$ cat src/bpc_pkg.sv
// ----------------------------------------------------------------------------
// bpc_pkg: shared types and constants of the button press classifier
// Holds the payload structs of both channels, the register reset value and
// the default sizes of the button set and of the event queue.
// ----------------------------------------------------------------------------
package bpc_pkg;

    localparam int BUTTON_BITS_W   = 3;
    localparam int NOW_W           = 32;
    localparam int THRESH_W        = 16;
    localparam int BUTTON_ID_W     = 2;

    localparam int NUM_BUTTONS_DEF = 3;
    localparam int QUEUE_DEPTH_DEF = 4;

    localparam logic [THRESH_W-1:0] LONG_PRESS_RESET = 16'd2000;

    localparam logic KIND_SHORT = 1'b0;
    localparam logic KIND_LONG  = 1'b1;

    typedef struct packed {
        logic [BUTTON_BITS_W-1:0] button_bits;
        logic [NOW_W-1:0]         now_ms;
    } t_in_item;

    typedef struct packed {
        logic [BUTTON_ID_W-1:0] button_id;
        logic                   press_kind;
        logic                   last;
    } t_out_item;

endpackage

$ cat src/bpc_front.sv
// ----------------------------------------------------------------------------
// bpc_front: per-button press tracking
// Takes one sample per cycle while accepted, updates the pressed, reported
// and press time state of every button at once and hands the event set on.
// ----------------------------------------------------------------------------
module bpc_front #(
    parameter int NUM_BUTTONS = 3
) (
    input  logic                         i_clk,
    input  logic                         i_rst_n,
    input  logic                         i_accept,
    input  bpc_pkg::t_in_item            i_item,
    input  logic [bpc_pkg::THRESH_W-1:0] i_thresh,
    output logic                         o_push,
    output logic [2*NUM_BUTTONS-1:0]     o_entry
);
    import bpc_pkg::*;

    logic [NUM_BUTTONS-1:0] r_pressed;
    logic [NUM_BUTTONS-1:0] r_reported;
    logic [NOW_W-1:0]       r_press_time [NUM_BUTTONS];

    logic [NUM_BUTTONS-1:0] n_pressed;
    logic [NUM_BUTTONS-1:0] n_reported;
    logic [NUM_BUTTONS-1:0] level;
    logic [NUM_BUTTONS-1:0] evt_mask;
    logic [NUM_BUTTONS-1:0] evt_kind;
    logic [NOW_W-1:0]       held [NUM_BUTTONS];

    always_comb begin
        n_pressed  = r_pressed;
        n_reported = r_reported;
        evt_mask   = '0;
        evt_kind   = '0;
        for (int i = 0; i < NUM_BUTTONS; i++) begin
            // Lines beyond the sampled button bits always read as released.
            level[i] = (i < BUTTON_BITS_W) ? i_item.button_bits[i % BUTTON_BITS_W] : 1'b0;
            held[i]  = i_item.now_ms - r_press_time[i];
            if (r_pressed[i] == level[i]) begin
                if (level[i] && !r_reported[i]
                        && (held[i] > {{(NOW_W-THRESH_W){1'b0}}, i_thresh})) begin
                    evt_mask[i]   = 1'b1;
                    evt_kind[i]   = KIND_LONG;
                    n_reported[i] = 1'b1;
                end
            end else begin
                n_pressed[i] = level[i];
                if (level[i]) begin
                    n_reported[i] = 1'b0;
                end else if (held[i] < {{(NOW_W-THRESH_W){1'b0}}, i_thresh}) begin
                    evt_mask[i] = 1'b1;
                    evt_kind[i] = KIND_SHORT;
                end
            end
        end
    end

    assign o_push  = i_accept && (evt_mask != '0);
    assign o_entry = {evt_kind, evt_mask};

    always_ff @(posedge i_clk) begin
        if (!i_rst_n) begin
            r_pressed  <= '0;
            r_reported <= '0;
        end else if (i_accept) begin
            r_pressed  <= n_pressed;
            r_reported <= n_reported;
        end
    end

    always_ff @(posedge i_clk) begin
        for (int i = 0; i < NUM_BUTTONS; i++) begin
            if (i_accept && level[i] && !r_pressed[i]) begin
                r_press_time[i] <= i_item.now_ms;
            end
        end
    end

endmodule

$ cat src/bpc_queue.sv
// ----------------------------------------------------------------------------
// bpc_queue: small event set queue
// Register-based FIFO that decouples the sample side from the event side.
// ----------------------------------------------------------------------------
module bpc_queue #(
    parameter int WIDTH = 6,
    parameter int DEPTH = 4
) (
    input  logic             i_clk,
    input  logic             i_rst_n,
    input  logic             i_push,
    input  logic [WIDTH-1:0] i_data,
    input  logic             i_pop,
    output logic             o_valid,
    output logic             o_full,
    output logic [WIDTH-1:0] o_data
);
    import bpc_pkg::*;

    localparam int PTR_W = (DEPTH > 1) ? $clog2(DEPTH) : 1;
    localparam int CNT_W = $clog2(DEPTH + 1);

    logic [WIDTH-1:0] r_mem [DEPTH];
    logic [PTR_W-1:0] r_wr_ptr;
    logic [PTR_W-1:0] r_rd_ptr;
    logic [CNT_W-1:0] r_count;

    logic do_push;
    logic do_pop;

    assign o_valid = (r_count != '0);
    assign o_full  = (r_count == CNT_W'(DEPTH));
    assign o_data  = r_mem[r_rd_ptr];
    assign do_push = i_push && !o_full;
    assign do_pop  = i_pop && o_valid;

    function automatic logic [PTR_W-1:0] ptr_inc(input logic [PTR_W-1:0] p);
        return (p == PTR_W'(DEPTH - 1)) ? '0 : p + 1'b1;
    endfunction

    always_ff @(posedge i_clk) begin
        if (!i_rst_n) begin
            r_wr_ptr <= '0;
            r_rd_ptr <= '0;
            r_count  <= '0;
        end else begin
            if (do_push) begin
                r_wr_ptr <= ptr_inc(r_wr_ptr);
            end
            if (do_pop) begin
                r_rd_ptr <= ptr_inc(r_rd_ptr);
            end
            if (do_push && !do_pop) begin
                r_count <= r_count + 1'b1;
            end else if (do_pop && !do_push) begin
                r_count <= r_count - 1'b1;
            end
        end
    end

    always_ff @(posedge i_clk) begin
        if (do_push) begin
            r_mem[r_wr_ptr] <= i_data;
        end
    end

endmodule

$ cat src/bpc_back.sv
// ----------------------------------------------------------------------------
// bpc_back: event serializer
// Takes one event set from the queue and, while the output is not stalled,
// sends its events one per cycle in button order, marking the final one.
// ----------------------------------------------------------------------------
module bpc_back #(
    parameter int NUM_BUTTONS = 3
) (
    input  logic                     i_clk,
    input  logic                     i_rst_n,
    input  logic                     i_q_valid,
    input  logic [2*NUM_BUTTONS-1:0] i_q_data,
    output logic                     o_q_pop,
    output logic                     o_out_valid,
    input  logic                     i_out_ready,
    output bpc_pkg::t_out_item       o_out_data
);
    import bpc_pkg::*;

    logic [NUM_BUTTONS-1:0] r_mask;
    logic [NUM_BUTTONS-1:0] r_kind;
    logic                   r_out_valid;
    t_out_item              r_out_data;

    logic [NUM_BUTTONS-1:0] sel;
    logic [NUM_BUTTONS-1:0] mask_after;
    logic [NUM_BUTTONS-1:0] n_mask;
    logic                   emit;
    logic                   found;
    t_out_item              n_out_data;

    always_comb begin
        sel        = '0;
        found      = 1'b0;
        n_out_data = '0;
        for (int i = 0; i < NUM_BUTTONS; i++) begin
            if (r_mask[i] && !found) begin
                found                 = 1'b1;
                sel[i]                = 1'b1;
                n_out_data.button_id  = BUTTON_ID_W'(i);
                n_out_data.press_kind = r_kind[i];
            end
        end
        n_out_data.last = ((r_mask & ~sel) == '0);
    end

    assign emit       = (r_mask != '0) && (!r_out_valid || i_out_ready);
    assign mask_after = emit ? (r_mask & ~sel) : r_mask;
    // The next set is loaded in the same cycle the current one runs dry.
    assign o_q_pop    = i_q_valid && (mask_after == '0);
    assign n_mask     = o_q_pop ? i_q_data[NUM_BUTTONS-1:0] : mask_after;

    always_ff @(posedge i_clk) begin
        if (!i_rst_n) begin
            r_mask      <= '0;
            r_out_valid <= 1'b0;
        end else begin
            r_mask <= n_mask;
            if (emit) begin
                r_out_valid <= 1'b1;
            end else if (i_out_ready) begin
                r_out_valid <= 1'b0;
            end
        end
    end

    always_ff @(posedge i_clk) begin
        if (o_q_pop) begin
            r_kind <= i_q_data[2*NUM_BUTTONS-1:NUM_BUTTONS];
        end
        if (emit) begin
            r_out_data <= n_out_data;
        end
    end

    assign o_out_valid = r_out_valid;
    assign o_out_data  = r_out_data;

endmodule

$ cat src/button_press_classifier.sv
// With an idle back end the first event of a sample reaches the output
// through the queue, the back end's set mask register and its output register.
// Throughput: one sample per cycle while the event queue has room; events
// leave one per cycle while the output is not stalled.
// The output event rate is set by the single-event output register.
// Reset (synchronous, active low) releases all buttons, empties the queue and
// restores the long press threshold to 2000 ms.
// ----------------------------------------------------------------------------
// button_press_classifier: short and long button press detector
// Classifies timestamped button samples into short and long press events.
// ----------------------------------------------------------------------------
module button_press_classifier #(
    parameter int NUM_BUTTONS = bpc_pkg::NUM_BUTTONS_DEF,
    parameter int QUEUE_DEPTH = bpc_pkg::QUEUE_DEPTH_DEF
) (
    input  logic                         i_clk,
    input  logic                         i_rst_n,
    input  logic                         i_cfg_we,
    input  logic [bpc_pkg::THRESH_W-1:0] i_cfg_data,
    input  logic                         i_in_valid,
    output logic                         o_in_ready,
    input  bpc_pkg::t_in_item            i_in_data,
    output logic                         o_out_valid,
    input  logic                         i_out_ready,
    output bpc_pkg::t_out_item           o_out_data
);
    import bpc_pkg::*;

    logic [THRESH_W-1:0]      r_thresh;
    logic                     accept;
    logic                     push;
    logic                     pop;
    logic                     q_valid;
    logic                     q_full;
    logic [2*NUM_BUTTONS-1:0] push_entry;
    logic [2*NUM_BUTTONS-1:0] q_entry;

    always_ff @(posedge i_clk) begin
        if (!i_rst_n) begin
            r_thresh <= LONG_PRESS_RESET;
        end else if (i_cfg_we) begin
            r_thresh <= i_cfg_data;
        end
    end

    assign o_in_ready = !q_full;
    assign accept     = i_in_valid && o_in_ready;

    bpc_front #(
        .NUM_BUTTONS(NUM_BUTTONS)
    ) u_front (
        .i_clk    (i_clk),
        .i_rst_n  (i_rst_n),
        .i_accept (accept),
        .i_item   (i_in_data),
        .i_thresh (r_thresh),
        .o_push   (push),
        .o_entry  (push_entry)
    );

    bpc_queue #(
        .WIDTH(2 * NUM_BUTTONS),
        .DEPTH(QUEUE_DEPTH)
    ) u_queue (
        .i_clk   (i_clk),
        .i_rst_n (i_rst_n),
        .i_push  (push),
        .i_data  (push_entry),
        .i_pop   (pop),
        .o_valid (q_valid),
        .o_full  (q_full),
        .o_data  (q_entry)
    );

    bpc_back #(
        .NUM_BUTTONS(NUM_BUTTONS)
    ) u_back (
        .i_clk       (i_clk),
        .i_rst_n     (i_rst_n),
        .i_q_valid   (q_valid),
        .i_q_data    (q_entry),
        .o_q_pop     (pop),
        .o_out_valid (o_out_valid),
        .i_out_ready (i_out_ready),
        .o_out_data  (o_out_data)
    );

endmodule

$ cat config.mk
export PLATFORM = sky130hd
export DESIGN_NAME = button_press_classifier
export DESIGN_NICKNAME = d
export VERILOG_FILES = /design/src/bpc_pkg.sv /design/src/bpc_front.sv /design/src/bpc_queue.sv /design/src/bpc_back.sv /design/src/button_press_classifier.sv
export SDC_FILE = /design/constraint.sdc
export NUM_CORES = 1
export LEC_CHECK = 0
export ABC_CLOCK_PERIOD_IN_PS = 19500
export CAP_MARGIN = 25
export CORE_MARGIN = 2
export CORE_UTILIZATION = 30
export CTS_BUF_LIST = sky130_fd_sc_hd__clkbuf_4 sky130_fd_sc_hd__clkbuf_8 sky130_fd_sc_hd__clkbuf_16
export DETAILED_ROUTE_END_ITERATION = 6
export DONT_BUFFER_PORTS = 1
export SETUP_SLACK_MARGIN = 0.1
export SLEW_MARGIN = 20
export SYNTH_ARGS = -nofsm -noshare
export SYNTH_HDL_FRONTEND = slang
export SYNTH_SLANG_ARGS = --single-unit
$ cat constraint.sdc
create_clock -name i_clk -period 19.5 [get_ports i_clk]
set_input_delay 3.9 -clock i_clk [delete_from_list [all_inputs] [get_ports i_clk]]
set_output_delay 3.9 -clock i_clk [all_outputs]
set_load 0.05 [all_outputs]
## After elaboration in Yosys (flattened, before gate mapping)

Memories as Yosys holds them, arrays and structs flattened. A register that Yosys moved wholly into a read port is not among the register bits.
Cells that the tools add are included.

| cells by class | value |
|---|---|
| order comparisons | 6 |
| equality and inequality tests | 9 |
| bitwise gates (word level) | 5 |
| $add $sub $neg | 7 |
| muxes and demuxes | 49 |
| reductions and logical operators | 51 |

Operators with widths:

| operator | count |
|---|---|
| 32-bit by 16-bit > comparator with 1-bit output | 3 |
| 32-bit by 16-bit less-than comparator with 1-bit output | 3 |
| 32-bit subtractor | 3 |
| 1-bit 2-to-1 mux | 40 |
| 1-bit logical AND | 22 |
| 1-bit zero test | 12 |
| 3-bit 2-to-1 mux | 4 |
| 2-bit 2-to-1 mux | 5 |
| 2-bit nonzero test | 5 |
| 3-bit AND reduction | 3 |
| 3-bit nonzero test | 3 |
| 3-bit zero test | 2 |
| 2-bit != test (second input constant) | 3 |
| 2-bit AND reduction | 3 |
| 2-bit by 1-bit adder with 2-bit output (second input constant) | 2 |
| 2-bit == test (second input constant) | 2 |
| 3-bit by 1-bit adder with 3-bit output (second input constant) | 1 |
| 3-bit AND | 1 |
| 1-bit == test | 3 |
| 3-bit == test (second input constant) | 1 |
| 1-bit NOT | 3 |
| 3-bit NOT | 1 |
| 3-bit by 1-bit subtractor with 3-bit output (second input constant) | 1 |
| 1-bit logical OR | 1 |

| storage, ports and cells | value |
|---|---|
| memories | 2 |
| input bits | 56 |
| output and inout bits | 6 |
| logic and storage cells | 145 |
| flip-flop bits (word level) | 40 |
| memory bits (writable) | 120 |

Memories:

| memory | depth | bits a word | read ports | clocked after memory_dff | write ports | line | text |
|---|---|---|---|---|---|---|---|
| u_front.r_press_time | 3 | 32 | 3 | 0 | 3 | bpc_front.sv:21 | `logic [NOW_W-1:0] r_press_time [NUM_BUTTONS];` |
| u_queue.r_mem | 4 | 6 | 1 | 1 | 1 | bpc_queue.sv:23 | `logic [WIDTH-1:0] r_mem [DEPTH];` |

## Longest topological paths before layout

| depth | value |
|---|---|
| word-level depth | 16 |
| gate-level depth with buffers | 29 |
| mapped depth without buffers | 29 |

## Cells and area by module

Synthesis repeated with hierarchy kept, for this count alone.

| second synthesis, totals | value |
|---|---|
| cell total of the unflattened synthesis | 1,329 |
| area, all modules | 12,602.1 µm² |

Modules (own cells, without submodules):

| module | sequential area each (µm²) | area an instance (µm²) | cells each | instances |
|---|---|---|---|---|
| bpc_front | 3,002.9 | 10,122.2 | 1,147 | 1 |
| bpc_queue | 900.9 | 1,347.5 | 82 | 1 |
| button_press_classifier | 320.3 | 610.6 | 53 | 1 |
| bpc_back | 290.3 | 521.8 | 47 | 1 |

## Worst setup path before layout

No wires, ideal clock.

| timing | value |
|---|---|
| path kind | input to register |
| from | input i_in_data[0] (netlist bit) |
| to | register u_queue.r_count[2] |
| slack | 10.348 ns |
| data arrival time | 9.077 ns |
| data required time | 19.424 ns |
| stages | 28 |
| library setup time | 0.076 ns |
| buffers on the path | 0 |
| cells stage by stage | inv_1 > ha_1 > inv_1 > fa_1 > a21o_1 > a221o_1 > a21oi_1 > nor2b_1 > o21ai_0 > nand2b_1 > a21oi_1 > xnor2_1 > ha_1 > nand4_1 > nor2_1 > a2111oi_0 > a32oi_1 > or3b_2 > or4_1 > o21ai_2 > nor3_1 > a21oi_1 > ha_1 > inv_1 > fa_1 > xor2_1 > or3_1 > a21boi_0 |

| on the way | value |
|---|---|
| word-level cells in the longest chain between the ends | 11 |
| elaborated cells between the ends (all ways) | 32 |
| classes of those cells | add/sub: 3; order compare: 6; mux: 13; reduce/logical: 10 |

Ends and longest elaborated chain:

| what | line | text |
|---|---|---|
| start, declared | button_press_classifier.sv:22 | `input bpc_pkg::t_in_item i_in_data,` |
| 32-bit subtractor (*) | bpc_front.sv:38 | `held[i] = i_item.now_ms - r_press_time[i];` |
| 32-bit by 16-bit less-than comparator with 1-bit output / 32-bit by 16-bit > comparator with 1-bit output (equally long branches) | bpc_front.sv:50, bpc_front.sv:41 |  |
| 1-bit 2-to-1 mux / 1-bit logical AND (equally long branches) | bpc_front.sv:50, bpc_front.sv:41 |  |
| 1-bit 2-to-1 mux (on tied branches) | bpc_front.sv:48, bpc_front.sv:40 |  |
| 1-bit 2-to-1 mux (*) | bpc_front.sv:39 | `if (r_pressed[i] == level[i]) begin` |
| named net push_entry[2] | button_press_classifier.sv:35 | `logic [2*NUM_BUTTONS-1:0] push_entry;` |
| 3-bit nonzero test (*) | bpc_front.sv:58 | `assign o_push = i_accept && (evt_mask != '0);` |
| 1-bit logical AND (*) | bpc_front.sv:58 |  |
| 1-bit logical AND (*) | bpc_queue.sv:34 | `assign do_push = i_push && !o_full;` |
| named net u_queue.do_push | bpc_queue.sv:28 | `logic do_push;` |
| 1-bit zero test | bpc_queue.sv:55 | `end else if (do_pop && !do_push) begin` |
| 1-bit logical AND | bpc_queue.sv:55 |  |
| 2-bit nonzero test (no line) | n/a |  |
| end signal, assigned | bpc_queue.sv:54 | `r_count <= r_count + 1'b1;` |
| end signal, assigned | bpc_queue.sv:56 | `r_count <= r_count - 1'b1;` |
| end, declared | bpc_queue.sv:26 | `logic [CNT_W-1:0] r_count;` |

Mark *: on every way through the listed nets, which the timed path passes. The rest lies on a longest branch.
A chain may end at the register's enable or synchronous reset.

## Final worst setup path

Same ends and word-level chain as after synthesis.

==> impl_metrics.tcl <==
set metrics [dict create \
    critical_path.endpoint_type "flip-flop" \
    worstRegToRegCells 27 \
    multiInputGateArea_um2 7965 \
    syn-num-nets 1661 \
    first_global_vias 10650 \
    worst_ep_required_time_ns 19.87 \
    final_net_count 1640 \
    final_replace_weighted_congestion 0.8970 \
    min_delay_worst_endpoint "u_front.r_pressed[1]" \
    detailedRoute.firstIterationViolations 660 \
    total_global_route_track_usage_pct 17.11 \
    cp_slowest_cell "or3b_2" \
    power.share.switching_pct 37.27 \
    critical_path.n_buffers_inverters 3 \
    mostFrequentLayoutCell "ha_1" \
    initial_core_util_pct 30.53 \
    clockRootBuffer "clkbuf_16" \
    floorplan.die.height_um 213.9 \
    comb_power_share_pct 36.6 \
    worst_setup_path_start_kind "primary input" \
    timing.rr.end "u_queue.r_count[2]" \
    route.detailed.drc 0 \
    synth.largest_area_cell "edfxtp_1" \
    grt_pass1_wl_um 59040 \
    setup_viol 0 \
    clock.fmax_ghz 0.1049 \
    min_period_over_period_pct 48.90 \
    holdPathStages 2 \
    fill_cell_total_of_the_finished_layout 4433 \
    antenna_cells 0 \
    clockPowerShare_pct 26.3 \
    route.final.wire_length_um 38200 \
    tritoncts "built" \
    seqPwrFrac_pct 37.1 \
    run_status "completed" \
    worst-setup-path-type "primary input to flip-flop" \
    fraction_of_layout_cells_with_a_size_suffix_above_1_pct 6.155 \
    yosys.cell_types.count 97 \
    cap_violations 0 \
    clk_transition_reported_paths_ns 0.07 \
    reg2reg_slack_ns 13.16 \
    minimum_clock_period_after_layout_ns 9.536 \
    std_cell_rows 76 \
    clock_tree.htree_level_count 4 \
    p_leak_nw 5.798 \
    die_x_um 213.9 \
    tightestPinTransition_ns 0.9893 \
    synth_seq_area_share_pct 34.17 \
    dpl.hpwl_um 30480 \
    synth.top_cells.by_area "edfxtp_1, ha_1, dfxtp_1" \
    timing.critical_path.arrival_ns 9.91 \
    area.growth.synth_to_final_pct 8.618 \
    dominantRegCellSynth "edfxtp_1" \
    postSynth.asyncResetShare_pct 0 \
    synth-warning-count 0 \
    grt_antenna_before_repair 0 \
    rsz_0062_raised_after_global_routing "no" \
    final_clock_skew_ns 0.01219 \
    cts.hold.buffers_added 0 \
    cts.path.max_buffers 2 \
    drt.antenna.violating_nets 0 \
    whs_ns 0.5053 \
    fin_setup_tns_ns 0 \
    detailroute.via_count 11030 \
    worst_skew_pair.late_latency_ns 0.46 \
    reg2reg_from "u_front.r_press_time[0][64]" \
    cp_top_family "compound AO/OA/AOI/OAI gates" \
    most-common-layout-cells "ha_1, inv_1, a21oi_1" \
    design.core.area_um2 43270 \
    netlist_area_um2 13210 \
    die_area_um2 45730 \
    via_per_inst 5.430 \
    internal_mw 0.7877 \
    power.density_cell_area_nw_per_um2 87.50 \
    slew_viol_final 0 \
    timing.critical_path.slowest_cell_delay_ns 0.50 \
    finalHoldViolCount 0 \
    grt.overflow.total 0 \
    largest_net_degree_at_the_start_of_global_routing 36 \
    synth.top_cell.area_share_pct 28.87 \
    maxSlewHeadroom_pct 33.65 \
    ys_ff_latch 162 \
    cts_inserted_buffers 17 \
    drt-wirelength-per-cell_um 18.81 \
    cts_repair_resize_count 0 \
    port_buffers 0 \
    post_synth.cell_area_avg_um2 9.086 \
    io-pin-count 62 \
    p_switching_mw 0.4680 \
    cp_max_fo 8 \
    worstHoldPathType "flip-flop to flip-flop" \
    number_of_synthesized_flops_with_an_enable_pin 127 \
    critical_path_depth 28 \
    report.power.total_mw 1.256 \
    cts_setup_buffers 0 \
    finalCoreUtilization_pct 33.17 \
    first_pass_iters 5 \
    ir_drop_uv 66.43 \
    synthCells 1454 \
    cts.sink_count 162 \
    hold_path.startpoint "u_front.r_pressed[1]" \
    final-seq-area_um2 4514 \
]
worst max path at each step:
stage	startpoint	to	slack, ns
after global placement	i_in_data[0]	u_queue.r_count[2]	9.86
after global routing	i_in_data[0]	u_queue.r_count[2]	9.48
after floorplan	i_in_data[0]	u_queue.r_count[2]	10.35
after CTS	i_in_data[0]	u_queue.r_count[2]	10.11
final	i_in_data[0]	u_queue.r_count[2]	9.96
after detailed placement	i_in_data[0]	u_queue.r_count[2]	9.64
synthesized netlist by cell type (6+ instances only):
master,number
a2111oi_0,6
a211o_1,6
a211oi_1,17
a21boi_0,12
a21o_1,31
a21oi_1,136
a31oi_1,6
and2_1,8
and3_1,21
and4_1,6
buf_2,8
clkbuf_1,30
dfxtp_1,35
edfxtp_1,127
ha_1,147
inv_1,145
mux2i_1,14
mux4_2,6
nand2_1,123
nand2b_1,11
nand3_1,22
nand4_1,33
nor2_1,87
nor2b_1,34
nor3_1,23
nor3b_1,6
nor4_1,8
o2111ai_1,6
o211ai_1,26
o21a_1,24
o21ai_0,74
o21bai_1,7
o31ai_1,7
or3_1,15
xnor2_1,37
xor2_1,22
final cells by class:
cell class | instances | share of cell area (%)
multi-input cells | 1103 | 55.51
flip-flops and latches | 162 | 31.46
well taps | 585 | 5.101
repair buffers | 3 | 0.1569
inverters | 146 | 3.819
clock buffers | 22 | 3.435
clock inverters | 10 | 0.5231
state kept, by name, summed over array words and instances (netlist names), named ones only:
| register | flops |
|---|---|
| u_back.r_mask | 3 |
| u_front.r_pressed | 3 |
| u_queue.r_rd_ptr | 2 |
| u_back.o_out_data | 4 |
| r_thresh | 16 |
| u_queue.r_mem | 24 |
| u_back.r_kind | 3 |
| u_front.r_press_time | 96 |
| u_queue.r_count | 3 |
| u_queue.r_wr_ptr | 2 |
| u_back.o_out_valid | 1 |
| u_front.r_reported | 3 |
metal layers:
metal | share of wire [%] | vias to the layer above | GRT usage [%]
met3 | 4.7 | 52 | 3.251
li1 | - | 5368 | -
met5 | 0 | - | 0
met1 | 46 | 5345 | 22.36
met4 | 2.4 | 0 | 5.891
met2 | 47 | 264 | 28.27
metrics by stage:
stage | area, um^2 | setup WS (ns) | cells
after floorplan | 13210 | 10.35 | 1454
after global placement | 13780 | 9.865 | 1999
after detailed placement | 13780 | 9.643 | 1999
after CTS | 14350 | 10.11 | 2031
after global routing | 14350 | 9.477 | 2031
final | 14350 | 9.964 | 2031
power by group through the flow:
stage | Sequential [mW] | Clock, mW | Combinational, mW
floorplan | 0.460 | 0 | 0.358
global placement | 0.472 | 0 | 0.448
finish | 0.465 | 0.330 | 0.460
CTS | 0.466 | 0.342 | 0.456
global route | 0.472 | 0.355 | 0.515
detailed placement | 0.473 | 0 | 0.454
logic make-up (layout without fill, tap and decap cells):
kind of cell    after synthesis  count (layout)  share of synthesized area (%)
xor+xnor                     59              59                          3.911
compound gates              443             443                          22.79
mux                          25              25                          2.510
simple gates                424             424                          16.35
buf+inv                     189             181                          5.673
fa+ha+maj                   152             152                          14.60
flops                       162             162                          34.17
worst reg2reg max path, delay by kind of cell (launching register included):
family          cells  cell delay (ns)
buf+inv             2             0.11
compound gates     10             2.37
xor+xnor            2             0.32
simple gates        8             1.70
fa+ha+maj           5             1.43
flops               1             0.35
Note: power is estimated with default switching activity, not from simulation.
